[config.mk]
export PLATFORM = sky130hd
export DESIGN_NAME = bidirectional_address_map_flat
export DESIGN_NICKNAME = d
export VERILOG_FILES = /design/src/hdl/bam_pkg.sv /design/src/hdl/bam_if.sv /design/src/hdl/bidirectional_address_map.sv /design/src/hdl/bam_ram.sv /design/src/hdl/bam_datapath.sv /design/src/hdl/bam_ctrl.sv /design/src/flat_wrapper.sv
export VERILOG_INCLUDE_DIRS = /design/src /design/src/hdl
export SDC_FILE = /design/constraint.sdc
export NUM_CORES = 2
export LEC_CHECK = 0
export BUFFER_PORTS_ARGS = -buffer_cell sky130_fd_sc_hd__clkbuf_2
export CORE_UTILIZATION = 34
export CTS_CLUSTER_DIAMETER = 80
export DETAILED_ROUTE_END_ITERATION = 10
export PLACE_DENSITY = 0.52
export SYNTH_ARGS = -nofsm -noshare
export SYNTH_HDL_FRONTEND = slang
export SYNTH_SLANG_ARGS = --single-unit
[constraint.sdc]
create_clock -name clk -period 9.25 [get_ports clk]
set_clock_uncertainty 0.05 [all_clocks]
set_input_delay 0.925 -clock clk [delete_from_list [all_inputs] [get_ports clk]]
set_output_delay 0.925 -clock clk [all_outputs]
set_load 0.005 [all_outputs]
[src/hdl/bidirectional_address_map_assert.svh]
// assertion macros for the bidirectional address map
// used by the top level only; needs a clock and an active-low reset in scope
`ifndef BIDIRECTIONAL_ADDRESS_MAP_ASSERT_SVH
`define BIDIRECTIONAL_ADDRESS_MAP_ASSERT_SVH

// same-cycle implication, checked outside reset
`define BAM_ASSERT_NOW(lbl, clk_sig, rst_sig, ante, cons) \
	lbl: assert property (@(posedge clk_sig) disable iff (!rst_sig) (ante) |-> (cons)) \
		else $error("bam assertion failed");

// next-cycle implication, checked outside reset
`define BAM_ASSERT_NEXT(lbl, clk_sig, rst_sig, ante, cons) \
	lbl: assert property (@(posedge clk_sig) disable iff (!rst_sig) (ante) |=> (cons)) \
		else $error("bam assertion failed");

`endif

[src/hdl/bam_pkg.sv]
// shared types and constants of the bidirectional address map
// no dependencies
package bam_pkg;

	localparam int ENTRIES  = 16;
	localparam int IDX_W    = (ENTRIES > 1) ? $clog2(ENTRIES) : 1;
	localparam int OP_W     = 3;
	localparam int STATUS_W = 2;
	localparam int SHORT_W  = 16;
	localparam int LONG_W   = 64;

	// operation codes
	localparam logic [OP_W-1:0] OP_INSERT     = 3'd0;
	localparam logic [OP_W-1:0] OP_FIND_SHORT = 3'd1;
	localparam logic [OP_W-1:0] OP_FIND_LONG  = 3'd2;
	localparam logic [OP_W-1:0] OP_DEL_LONG   = 3'd3;
	localparam logic [OP_W-1:0] OP_DEL_SHORT  = 3'd4;

	// result codes
	localparam logic [STATUS_W-1:0] ST_OK   = 2'd0;
	localparam logic [STATUS_W-1:0] ST_MISS = 2'd1;
	localparam logic [STATUS_W-1:0] ST_FULL = 2'd2;

	typedef enum logic [1:0] {
		S_IDLE,
		S_SCAN,
		S_DRAIN,
		S_COMMIT
	} state_t;

	// controller to datapath
	typedef struct packed {
		logic load;
		logic scan;
		logic commit;
	} cmd_t;

	// datapath to controller
	typedef struct packed {
		logic scan_last;
	} sts_t;

endpackage

[src/hdl/bam_if.sv]
// request and response channel interfaces of the bidirectional address map
// depends on bam_pkg
interface bam_req_if;
	logic                         valid;
	logic                         ready;
	logic [bam_pkg::OP_W-1:0]     opcode;
	logic [bam_pkg::SHORT_W-1:0]  short_key;
	logic [bam_pkg::LONG_W-1:0]   long_key;

	modport source (output valid, opcode, short_key, long_key, input ready);
	modport sink (input valid, opcode, short_key, long_key, output ready);
endinterface

interface bam_rsp_if;
	logic                         valid;
	logic                         ready;
	logic [bam_pkg::STATUS_W-1:0] status;
	logic [bam_pkg::SHORT_W-1:0]  short_out;
	logic [bam_pkg::LONG_W-1:0]   long_out;

	modport source (output valid, status, short_out, long_out, input ready);
	modport sink (input valid, status, short_out, long_out, output ready);
endinterface

[src/hdl/bidirectional_address_map.sv]
// bidirectional address map: short/long address table searchable by either key
// usage: req carries opcode, short_key and long_key; rsp returns status,
//   short_out and long_out, one rsp item for every req item, in order
// an item is taken when req.valid and req.ready are high at a clock edge
// after acceptance the controller sweeps the ENTRIES slots through the
//   short and long address rams, one slot a cycle, then spends a drain step
//   on the last compare and a commit step on the table update and result load
// a new item is not taken until the previous one has left the update step,
//   as the single read port of each ram is busy during the sweep
// the result sits in an output register, so req.ready returns while a
//   result still waits; when rsp.ready stays low the next item is scanned
//   and then held in the update step until the output register frees
// reset (arst_n low) empties the table at once by clearing the valid bits;
//   ram contents of an invalid slot are never used, so no clearing pass
// depends on bam_pkg, bam_if, bam_ram, bam_datapath, bam_ctrl and
//   bidirectional_address_map_assert.svh
`include "bidirectional_address_map_assert.svh"

module bidirectional_address_map (
	input  logic  clk,
	input  logic  arst_n,
	bam_req_if.sink   req,
	bam_rsp_if.source rsp
);

	// command and status between the controller and the datapath
	bam_pkg::cmd_t cmd;
	bam_pkg::sts_t sts;

	// sequencing
	bam_ctrl u_ctrl (
		.clk       (clk),
		.arst_n    (arst_n),
		.in_valid  (req.valid),
		.in_ready  (req.ready),
		.out_valid (rsp.valid),
		.out_ready (rsp.ready),
		.cmd       (cmd),
		.sts       (sts)
	);

	// table, scan compare and result register
	bam_datapath u_dp (
		.clk       (clk),
		.arst_n    (arst_n),
		.cmd       (cmd),
		.sts       (sts),
		.opcode    (req.opcode),
		.short_key (req.short_key),
		.long_key  (req.long_key),
		.status    (rsp.status),
		.short_out (rsp.short_out),
		.long_out  (rsp.long_out)
	);

	// no new item is taken while one is being scanned
	`BAM_ASSERT_NEXT(a_busy_after_accept, clk, arst_n, req.valid && req.ready, !req.ready)
	// a result only appears from an update step
	`BAM_ASSERT_NOW(a_result_from_commit, clk, arst_n, $rose(rsp.valid), $past(cmd.commit))
	// the sweep ends after the last slot is read
	`BAM_ASSERT_NEXT(a_scan_ends, clk, arst_n, cmd.scan && sts.scan_last, !cmd.scan)

endmodule

[src/hdl/bam_ram.sv]
// generic single-write, single-read ram with registered read data
// no dependencies
module bam_ram #(
	parameter int WIDTH = 8,
	parameter int DEPTH = 16
) (
	input  logic                                       clk,
	input  logic                                       we,
	input  logic [((DEPTH > 1) ? $clog2(DEPTH) : 1)-1:0] waddr,
	input  logic [WIDTH-1:0]                           wdata,
	input  logic [((DEPTH > 1) ? $clog2(DEPTH) : 1)-1:0] raddr,
	output logic [WIDTH-1:0]                           rdata
);

	logic [WIDTH-1:0] mem_q [DEPTH];

	always_ff @(posedge clk) begin
		if (we) begin
			mem_q[waddr] <= wdata;
		end
		rdata <= mem_q[raddr];
	end

endmodule

[src/hdl/bam_datapath.sv]
// table storage, scan compare and update logic of the address map
// depends on bam_pkg and bam_ram
module bam_datapath (
	input  logic                          clk,
	input  logic                          arst_n,
	input  bam_pkg::cmd_t                 cmd,
	output bam_pkg::sts_t                 sts,
	input  logic [bam_pkg::OP_W-1:0]      opcode,
	input  logic [bam_pkg::SHORT_W-1:0]   short_key,
	input  logic [bam_pkg::LONG_W-1:0]    long_key,
	output logic [bam_pkg::STATUS_W-1:0]  status,
	output logic [bam_pkg::SHORT_W-1:0]   short_out,
	output logic [bam_pkg::LONG_W-1:0]    long_out
);

	localparam int IW = bam_pkg::IDX_W;

	// captured item
	logic [bam_pkg::OP_W-1:0]    op_q;
	logic [bam_pkg::SHORT_W-1:0] skey_q;
	logic [bam_pkg::LONG_W-1:0]  lkey_q;

	// scan address and compare stage
	logic [IW-1:0] rd_addr_q;
	logic          cmp_vld_s1;
	logic [IW-1:0] cmp_idx_s1;

	logic [bam_pkg::ENTRIES-1:0] valid_q;

	logic [bam_pkg::SHORT_W-1:0] sh_rdata;
	logic [bam_pkg::LONG_W-1:0]  lg_rdata;

	// first matches and first free slot
	logic                        lm_hit_q, sm_hit_q, fr_hit_q;
	logic [IW-1:0]               lm_idx_q, sm_idx_q, fr_idx_q;
	logic [bam_pkg::SHORT_W-1:0] lm_short_q;
	logic [bam_pkg::LONG_W-1:0]  sm_long_q;

	logic                        cur_valid, hit_l, hit_s, hit_f;

	// update and result
	logic                        sh_we, lg_we, vset, vclr;
	logic [IW-1:0]               sh_waddr, lg_waddr, vset_idx, vclr_idx;
	logic [bam_pkg::STATUS_W-1:0] res_st;
	logic [bam_pkg::SHORT_W-1:0] res_s;
	logic [bam_pkg::LONG_W-1:0]  res_l;

	bam_ram #(.WIDTH(bam_pkg::SHORT_W), .DEPTH(bam_pkg::ENTRIES)) u_short_ram (
		.clk   (clk),
		.we    (sh_we),
		.waddr (sh_waddr),
		.wdata (skey_q),
		.raddr (rd_addr_q),
		.rdata (sh_rdata)
	);

	bam_ram #(.WIDTH(bam_pkg::LONG_W), .DEPTH(bam_pkg::ENTRIES)) u_long_ram (
		.clk   (clk),
		.we    (lg_we),
		.waddr (lg_waddr),
		.wdata (lkey_q),
		.raddr (rd_addr_q),
		.rdata (lg_rdata)
	);

	assign sts.scan_last = (rd_addr_q == IW'(bam_pkg::ENTRIES - 1));

	always_ff @(posedge clk) begin
		if (cmd.load) begin
			op_q   <= opcode;
			skey_q <= short_key;
			lkey_q <= long_key;
		end
	end

	always_ff @(posedge clk or negedge arst_n) begin
		if (!arst_n) begin
			rd_addr_q  <= '0;
			cmp_vld_s1 <= 1'b0;
			cmp_idx_s1 <= '0;
		end else begin
			if (cmd.load) begin
				rd_addr_q <= '0;
			end else if (cmd.scan) begin
				rd_addr_q <= rd_addr_q + IW'(1);
			end
			cmp_vld_s1 <= cmd.scan;
			cmp_idx_s1 <= rd_addr_q;
		end
	end

	assign cur_valid = valid_q[cmp_idx_s1];
	assign hit_l     = cmp_vld_s1 && cur_valid && (lg_rdata == lkey_q);
	assign hit_s     = cmp_vld_s1 && cur_valid && (sh_rdata == skey_q);
	assign hit_f     = cmp_vld_s1 && !cur_valid;

	// keep the lowest matching slot of each kind
	always_ff @(posedge clk or negedge arst_n) begin
		if (!arst_n) begin
			lm_hit_q <= 1'b0;
			sm_hit_q <= 1'b0;
			fr_hit_q <= 1'b0;
		end else if (cmd.load) begin
			lm_hit_q <= 1'b0;
			sm_hit_q <= 1'b0;
			fr_hit_q <= 1'b0;
		end else begin
			if (hit_l && !lm_hit_q) begin
				lm_hit_q <= 1'b1;
			end
			if (hit_s && !sm_hit_q) begin
				sm_hit_q <= 1'b1;
			end
			if (hit_f && !fr_hit_q) begin
				fr_hit_q <= 1'b1;
			end
		end
	end

	always_ff @(posedge clk) begin
		if (hit_l && !lm_hit_q) begin
			lm_idx_q   <= cmp_idx_s1;
			lm_short_q <= sh_rdata;
		end
		if (hit_s && !sm_hit_q) begin
			sm_idx_q  <= cmp_idx_s1;
			sm_long_q <= lg_rdata;
		end
		if (hit_f && !fr_hit_q) begin
			fr_idx_q <= cmp_idx_s1;
		end
	end

	always_comb begin
		sh_we    = 1'b0;
		lg_we    = 1'b0;
		vset     = 1'b0;
		vclr     = 1'b0;
		sh_waddr = lm_idx_q;
		lg_waddr = sm_idx_q;
		vset_idx = fr_idx_q;
		vclr_idx = lm_idx_q;
		res_st   = bam_pkg::ST_MISS;
		res_s    = '0;
		res_l    = '0;
		case (op_q) inside
			bam_pkg::OP_INSERT: begin
				res_st = bam_pkg::ST_OK;
				res_s  = skey_q;
				res_l  = lkey_q;
				if (lm_hit_q) begin
					sh_we = cmd.commit;
					if (sm_hit_q && (sm_idx_q != lm_idx_q)) begin
						vclr     = cmd.commit;
						vclr_idx = sm_idx_q;
					end
				end else if (sm_hit_q) begin
					lg_we = cmd.commit;
				end else if (fr_hit_q) begin
					sh_we    = cmd.commit;
					lg_we    = cmd.commit;
					vset     = cmd.commit;
					sh_waddr = fr_idx_q;
					lg_waddr = fr_idx_q;
				end else begin
					res_st = bam_pkg::ST_FULL;
					res_s  = '0;
					res_l  = '0;
				end
			end
			bam_pkg::OP_FIND_SHORT, bam_pkg::OP_DEL_LONG: begin
				if (lm_hit_q) begin
					res_st = bam_pkg::ST_OK;
					res_s  = lm_short_q;
					res_l  = lkey_q;
					vclr   = cmd.commit && (op_q == bam_pkg::OP_DEL_LONG);
				end
			end
			bam_pkg::OP_FIND_LONG, bam_pkg::OP_DEL_SHORT: begin
				if (sm_hit_q) begin
					res_st   = bam_pkg::ST_OK;
					res_s    = skey_q;
					res_l    = sm_long_q;
					vclr     = cmd.commit && (op_q == bam_pkg::OP_DEL_SHORT);
					vclr_idx = sm_idx_q;
				end
			end
			default: begin
			end
		endcase
	end

	always_ff @(posedge clk or negedge arst_n) begin
		if (!arst_n) begin
			valid_q <= '0;
		end else begin
			if (vclr) begin
				valid_q[vclr_idx] <= 1'b0;
			end
			if (vset) begin
				valid_q[vset_idx] <= 1'b1;
			end
		end
	end

	always_ff @(posedge clk) begin
		if (cmd.commit) begin
			status    <= res_st;
			short_out <= res_s;
			long_out  <= res_l;
		end
	end

endmodule

[src/hdl/bam_ctrl.sv]
// sequencing state machine and output valid of the address map
// depends on bam_pkg
module bam_ctrl (
	input  logic          clk,
	input  logic          arst_n,
	input  logic          in_valid,
	output logic          in_ready,
	output logic          out_valid,
	input  logic          out_ready,
	output bam_pkg::cmd_t cmd,
	input  bam_pkg::sts_t sts
);

	bam_pkg::state_t state_q, state_nx;
	logic            out_valid_q;
	logic            out_free;

	assign out_free  = !out_valid_q || out_ready;
	assign out_valid = out_valid_q;

	always_comb begin
		state_nx = state_q;
		unique case (state_q)
			bam_pkg::S_IDLE: begin
				if (in_valid) begin
					state_nx = bam_pkg::S_SCAN;
				end
			end
			bam_pkg::S_SCAN: begin
				if (sts.scan_last) begin
					state_nx = bam_pkg::S_DRAIN;
				end
			end
			bam_pkg::S_DRAIN: begin
				state_nx = bam_pkg::S_COMMIT;
			end
			bam_pkg::S_COMMIT: begin
				if (out_free) begin
					state_nx = bam_pkg::S_IDLE;
				end
			end
			default: begin
				state_nx = bam_pkg::S_IDLE;
			end
		endcase
	end

	always_comb begin
		in_ready   = 1'b0;
		cmd.load   = 1'b0;
		cmd.scan   = 1'b0;
		cmd.commit = 1'b0;
		unique case (state_q)
			bam_pkg::S_IDLE: begin
				in_ready = 1'b1;
				cmd.load = in_valid;
			end
			bam_pkg::S_SCAN: begin
				cmd.scan = 1'b1;
			end
			bam_pkg::S_DRAIN: begin
			end
			bam_pkg::S_COMMIT: begin
				cmd.commit = out_free;
			end
			default: begin
			end
		endcase
	end

	always_ff @(posedge clk or negedge arst_n) begin
		if (!arst_n) begin
			state_q     <= bam_pkg::S_IDLE;
			out_valid_q <= 1'b0;
		end else begin
			state_q <= state_nx;
			if (cmd.commit) begin
				out_valid_q <= 1'b1;
			end else if (out_ready) begin
				out_valid_q <= 1'b0;
			end
		end
	end

endmodule
[src/flat_wrapper.sv]
// flat-port wrapper written by rule: the top's interface ports become plain ports
module bidirectional_address_map_flat 
  (clk, arst_n, req_valid, req_opcode, req_short_key, req_long_key, req_ready, rsp_valid, rsp_status, rsp_short_out, rsp_long_out, rsp_ready);
  bam_req_if req_i ();
  bam_rsp_if rsp_i ();
  input  logic clk;
  input  logic arst_n;
  input wire logic [$bits(req_i.valid)-1:0] req_valid;
  input wire logic [$bits(req_i.opcode)-1:0] req_opcode;
  input wire logic [$bits(req_i.short_key)-1:0] req_short_key;
  input wire logic [$bits(req_i.long_key)-1:0] req_long_key;
  output wire logic [$bits(req_i.ready)-1:0] req_ready;
  output wire logic [$bits(rsp_i.valid)-1:0] rsp_valid;
  output wire logic [$bits(rsp_i.status)-1:0] rsp_status;
  output wire logic [$bits(rsp_i.short_out)-1:0] rsp_short_out;
  output wire logic [$bits(rsp_i.long_out)-1:0] rsp_long_out;
  input wire logic [$bits(rsp_i.ready)-1:0] rsp_ready;
  assign req_i.valid = req_valid;
  assign req_i.opcode = req_opcode;
  assign req_i.short_key = req_short_key;
  assign req_i.long_key = req_long_key;
  assign req_ready = req_i.ready;
  assign rsp_valid = rsp_i.valid;
  assign rsp_status = rsp_i.status;
  assign rsp_short_out = rsp_i.short_out;
  assign rsp_long_out = rsp_i.long_out;
  assign rsp_i.ready = rsp_ready;
  bidirectional_address_map u_core (.clk(clk), .arst_n(arst_n), .req(req_i), .rsp(rsp_i));
endmodule
=== After elaboration in Yosys (flattened, before gate mapping) ===
Memory sizes are Yosys's and may differ from the RTL's. A register that Yosys moved wholly into a read port is not among the register bits.
Cells that the tools add are included.

* Add/subtract/negate cells: 1
* Mux-type cells: 84
* Equality and inequality tests: 14
* Reduce and logical (&&, ||, !) cells: 28
* $lt $le $gt $ge: 5
* Bitwise gates (word level): 3

{| class="wikitable"
|+ Operators with widths
! kind !! count
|-
| 64-bit 2-to-1 mux || 8
|-
| 16-bit 2-to-1 mux || 10
|-
| 64-bit == test || 1
|-
| 4-bit 2-to-1 mux || 16
|-
| 1-bit 2-to-1 mux || 38
|-
| 16-bit AND || 1
|-
| 16-bit == test || 1
|-
| 2-bit 2-to-1 mux || 8
|-
| 16-bit inverter || 1
|-
| 16-bit OR || 1
|-
| 4-bit by 5-bit less-than comparator with 1-bit output (second input constant) || 3
|-
| 1-bit logical AND || 12
|-
| 2-bit nonzero test || 5
|-
| 1-bit demux with 4-bit select || 2
|-
| 4-bit by 1-bit greater-or-equal comparator with 1-bit output (second input constant) || 2
|-
| 2-bit one-hot mux with 4 select lines || 1
|-
| 3-bit by 2-bit == test with 1-bit output (second input constant) || 2
|-
| 1-bit zero test || 5
|-
| 4-bit by 1-bit adder with 4-bit output (second input constant) || 1
|-
| 1-bit binary-select mux with 4-bit select || 1
|-
| 2-bit == test (second input constant) || 2
|-
| 4-bit == test (second input constant) || 1
|-
| 2-bit != test (second input constant) || 2
|-
| 4-bit != test || 1
|-
| 9 further kinds || 10
|}

* Flip-flop bits (word level): 288
* Memories: 2
* Memory bits (writable): 1280

{| class="wikitable"
|+ Memories
! name !! depth !! width !! read ports !! clocked after Yosys merged registers in !! wr ports !! line !! RTL
|-
| u_core.u_dp.u_long_ram.mem_q || 16 || 64 || 1 || 1 || 1 || bam_ram.sv:15 || <nowiki>logic [WIDTH-1:0] mem_q [DEPTH];</nowiki>
|-
| u_core.u_dp.u_short_ram.mem_q || 16 || 16 || 1 || 1 || 1 || bam_ram.sv:15 ||
|}

=== Longest topological paths before layout ===
* Word-level depth: 14
* Mapped depth: 8
* Depth with buffers taken out: 6

=== By module ===
Synthesis repeated with hierarchy kept, for this count alone.

* Cell total of the unflattened synthesis: 2776
* Area, all modules: 61083.6 µm²

{| class="wikitable"
|+ Modules (own cells, without submodules)
! module !! cells each !! area each (µm²) !! times used
|-
| bam_ram at u_core.u_dp.u_long_ram || 1647 || 39581.7 || 1
|-
| bam_datapath || 677 || 11224.5 || 1
|-
| bam_ram at u_core.u_dp.u_short_ram || 432 || 10042.1 || 1
|-
| bam_ctrl || 20 || 235.2 || 1
|}

=== Least setup slack after synthesis ===
OpenSTA, ideal clock, no wires.

* Kind: input-to-reg
* Start: input rsp_ready
* End: memory u_core.u_dp.u_long_ram.mem_q[10][0] (netlist bit), enable pin
* Setup slack: 2562 ps
* Data arrival time: 6073 ps
* Setup time: 565 ps
* Stages: 5
* Data required time: 8635 ps
* Cell sequence: nand2b_1 > nand3_1 > a211o_1 > clkbuf_1 > nor3_1

* Word-level cells in the longest chain between the ends: 8

{| class="wikitable"
|+ RTL lines
! item !! line !! RTL
|-
| start: declaration || flat_wrapper.sv:17 || <nowiki>input wire logic [$bits(rsp_i.ready)-1:0] rsp_ready;</nowiki>
|-
| 1-bit logical OR (*) || bam_ctrl.sv:18 || <nowiki>assign out_free = !out_valid_q || out_ready;</nowiki>
|-
| 1-bit 2-to-1 mux (*) || bam_ctrl.sv:53 || <nowiki>unique case (state_q)</nowiki>
|-
| 1-bit 2-to-1 mux || bam_datapath.sv:159 || <nowiki>end else if (fr_hit_q) begin</nowiki>
|-
| 1-bit 2-to-1 mux (*) || bam_datapath.sv:157 || <nowiki>end else if (sm_hit_q) begin</nowiki>
|-
| 1-bit 2-to-1 mux (*) || bam_datapath.sv:151 || <nowiki>if (lm_hit_q) begin</nowiki>
|-
| 1-bit 2-to-1 mux (*) || bam_datapath.sv:146 || <nowiki>case (op_q) inside</nowiki>
|-
| 1-bit 2-to-1 mux (*) || bam_ram.sv:18 || <nowiki>if (we) begin</nowiki>
|-
| 1-bit 2-to-1 mux (implied by the code) (*) || bam_ram.sv:19 || <nowiki>mem_q[waddr] <= wdata;</nowiki>
|-
| end: declaration || bam_ram.sv:15 ||
|}

Mark *: on every way between the ends. The rest lies on a longest branch, timed or not.

=== Final worst setup path ===
* Start: register u_core.u_dp.op_q[2] (netlist bit)
* End: memory u_core.u_dp.u_long_ram.mem_q[15][32] (netlist bit), enable pin

* Word-level cells in the longest chain between the ends: 4
* Elaborated cells between the ends (all ways): 5

{| class="wikitable"
|+ RTL lines
! item !! line !! RTL
|-
| start: declaration || bam_datapath.sv:19 || <nowiki>logic [bam_pkg::OP_W-1:0] op_q;</nowiki>
|-
| start signal: assignment || bam_datapath.sv:70 || <nowiki>op_q <= opcode;</nowiki>
|-
| 3-bit zero test (no source line) (*) || n/a ||
|-
| 1-bit 2-to-1 mux || bam_datapath.sv:146 ||
|-
| 1-bit 2-to-1 mux || bam_ram.sv:18 ||
|-
| 1-bit 2-to-1 mux (implied by the code) || bam_ram.sv:19 ||
|}

Marks and branches as above.

==> metrics.txt <==
CP arrival 4610 ps; largest net degree at the start of global routing 142; Comb power frac 16.2%; Total Routing Usage GR 16.6%; Worst-Skew Late Latency 800 ps; GRT met1 Usage 22.1%; Hold WC Path Type in2async; layout cells sized above 1 30.2%; Slew @ Worst Pin 1150 ps; switching share of power 26.3%; initial antenna violation count 3; Layout Cells excl Fill 5408; Reg2Reg Setup Slack 5000 ps; Setup Buffers After CTS 0; GPL Wtd Cong 0.755; Initial Util 34.3%; post-DP HPWL 82.3 mm; top cell family by delay on the critical path simple AND/OR/NAND/NOR gates; Net Switching 5.11 mW; critical path capture point type flip-flop; total global routing overflow 0; H-tree depth 4; Initial DRC Count 2688; Final TNS setup 0 ps; main combinational cell family by area after synthesis multiplexers; Clock power frac 34.4%; Fin. Hold Viols 0; met2 Resource Use GR 28.6%; Synth area leaders edfxtp_1 75%, mux4_2 15%, dfxtp_1 2.6%, dfrtp_1 1.3%, xnor2_1 1.2%; sequential element share of the synthesized area 79.1%; first-pass GRT wire length 216 mm; num ports 171; synth warn 0; CP Buf/Inv Count 1; Die ar. 182000 um2; Core ar. 179000 um2; DR WL/cell 27.9 um; remaining antenna violation count 0; die height 427 um; # setup viols final 0; multiplexer share of the synthesized area 15.2%; outcome completed; post-CTS resize count 0; Required @ worst endpoint 9610 ps; Slew headroom 23.4%; Synth-to-Final Area Change 15.2%; gate count after technology mapping 2612; Vias 28000; XOR/XNOR share of the synthesized area 1.26%; synth unique cells 43; met3 Track Usage GR 2.41%; Max Cap Viol 0; DR pass1 iterations 5; Synth Area in Adders 0.102%; nets 2994; peak supply drop 0.224 mV; vias per cell 5.17; PnR worst setup slack 5000 ps; Sequential Power Share 49.4%; Clock Path Buffers 3; CP max-delay cell buf_4; clock sink count 1648; RSZ-0062 raised after global routing no; LEAKAGE 22.1 nW; CP cell instances nor3_4 > nand3_1 > nor2_1 > o21bai_1 > nor2_4 > buf_4; clock slew at reported path FFs 60 ps; Critical Path Max Stage Delay 820 ps; cell taking the most area after synthesis edfxtp_1; hold_buf cts 0; post-synthesis compound-gate area fraction 1.72%; post-layout util 39.5%; #FFs+latches synth 1648; syn_nets 2704; crit path max fanout 44; commonest non-fill, non-tap cell in the layout edfxtp_1; post-synth top area share 75.3%; CTS tree yes; cts bufs inserted 173; syn avg cell area 23.5 um2; period utilization 45.9%; WL final 151 mm; dpl ws 4690 ps; internal power 14.3 mW; DIE WIDTH 427 um; vias in the first global route 29500; Worst setup SP type flip-flop; mapped cell area 61300 um2; busiest grt layer met2; IO buf count 170; Clock Tree Root clkbuf_16; Crit Path Category reg2reg; Power Density 275 nW/um2; final max-slew violation count 0; Synth Area in Simple Gates 1.38%; fmax 0.235 GHz; min Tclk post-route 4250 ps; Post-route DRC 0; row cnt 155; Placed Cells 5082; hold_ws 201 ps; most frequent cells in the layout 1537 x edfxtp_1, 404 x mux4_2, 175 x clkbuf_16
## stage by stage
step / area [um2] / total power, mW
global route: 70700 / 20.2
finish: 70700 / 19.5
CTS: 70700 / 19.7
detailed placement: 65100 / 13.0
floorplan: 61300 / 11.8
global placement: 65100 / 12.9
## synthesized netlist by cell type, drive strengths merged
cell    instances
clkbuf         56
or4             1
nor4            8
dfrtp          31
inv            14
and2            2
o21bai          1
o41ai           1
edfxtp       1537
nand2          17
o41a            1
nor2           50
nor3           29
a211o           2
or2             2
mux2i          23
nor2b           6
nand2b         16
a222oi          1
xor2            6
o311ai          1
mux4          404
and3            1
buf            69
nand4          21
a31oi          12
nor3b           2
nand3b          3
ha              5
o21ai          37
dfxtp          80
a22o           78
a21oi           5
nand3           6
o31ai           1
nor4bb          1
xnor2          82
## power by group through the flow
stage | combinational [mW] | clock, mW | sequential, mW
floorplan | 2.47 | 0 | 9.38
global placement | 3.20 | 0 | 9.74
detailed placement | 3.24 | 0 | 9.78
finish | 3.15 | 6.70 | 9.61
CTS | 3.25 | 6.85 | 9.63
global route | 3.37 | 7.13 | 9.69
## registers in the layout (all words and copies together) (netlist names), 16 cells and up
signal	count
u_core.u_dp.skey_q	16
u_core.u_dp.short_out	16
u_core.u_dp.lm_short_q	16
u_core.u_dp.long_out	64
u_core.u_dp.u_long_ram.rdata	64
u_core.u_dp.u_short_ram.rdata	16
u_core.u_dp.u_short_ram.mem_q	256
u_core.u_dp.lkey_q	64
u_core.u_dp.u_long_ram.mem_q	1024
u_core.u_dp.valid_q	16
u_core.u_dp.sm_long_q	64
## cells by family (layout without fill, tap and decap cells)
logic type               count (synthesis)  after routing
AO/OA/AOI/OAI                          140            140
multiplexers                           427            427
XOR/XNOR                                88             88
flip-flops                            1648           1648
buffers and inverters                  139            579
adder cells (fa/ha/maj)                  5              5
AND/OR/NAND/NOR                        165            165
other                                    0              1
## cell type report
type                       instances  area (um2)
fill                           15800      108000
sequential                      1648       48500
multi-input combinational        825       12200
clock buffer                     248        4820
tap                             2355        2950
timing repair buffer             240        1400
clock inverter                    77         696
inverter                          14        55.1
antenna                            1        2.50
## worst register-to-register path: stages (launching register included)
cell	delay [ps]
edfxtp_1	560
nor3_4	370
nand3_1	620
nor2_1	350
o21bai_1	320
nor2_4	750
buf_4	820
## per-layer routing
layer / part of all wire [%] / wire [um]
met2: 52 / 77800
met4: 1.9 / 2880
met5: 0 / 0
met3: 4.6 / 6880
met1: 42 / 63100
## path summary, 6_finish.rpt
path,startpoint,end,depth (start not counted)
min reg2reg,u_core.u_dp.u_long_ram.rdata[28],u_core.u_dp.sm_long_q[28],0
max in group asynchronous,arst_n,u_core.u_dp.rd_addr_q[3],1
min,arst_n,u_core.u_ctrl.out_valid,1
min in group clk,req_long_key[14],u_core.u_dp.lkey_q[14],1
max reg2reg,u_core.u_dp.op_q[2],u_core.u_dp.u_long_ram.mem_q[15][32],6
max,u_core.u_dp.op_q[2],u_core.u_dp.u_long_ram.mem_q[15][32],6
Power figures use the tool's default switching activity.
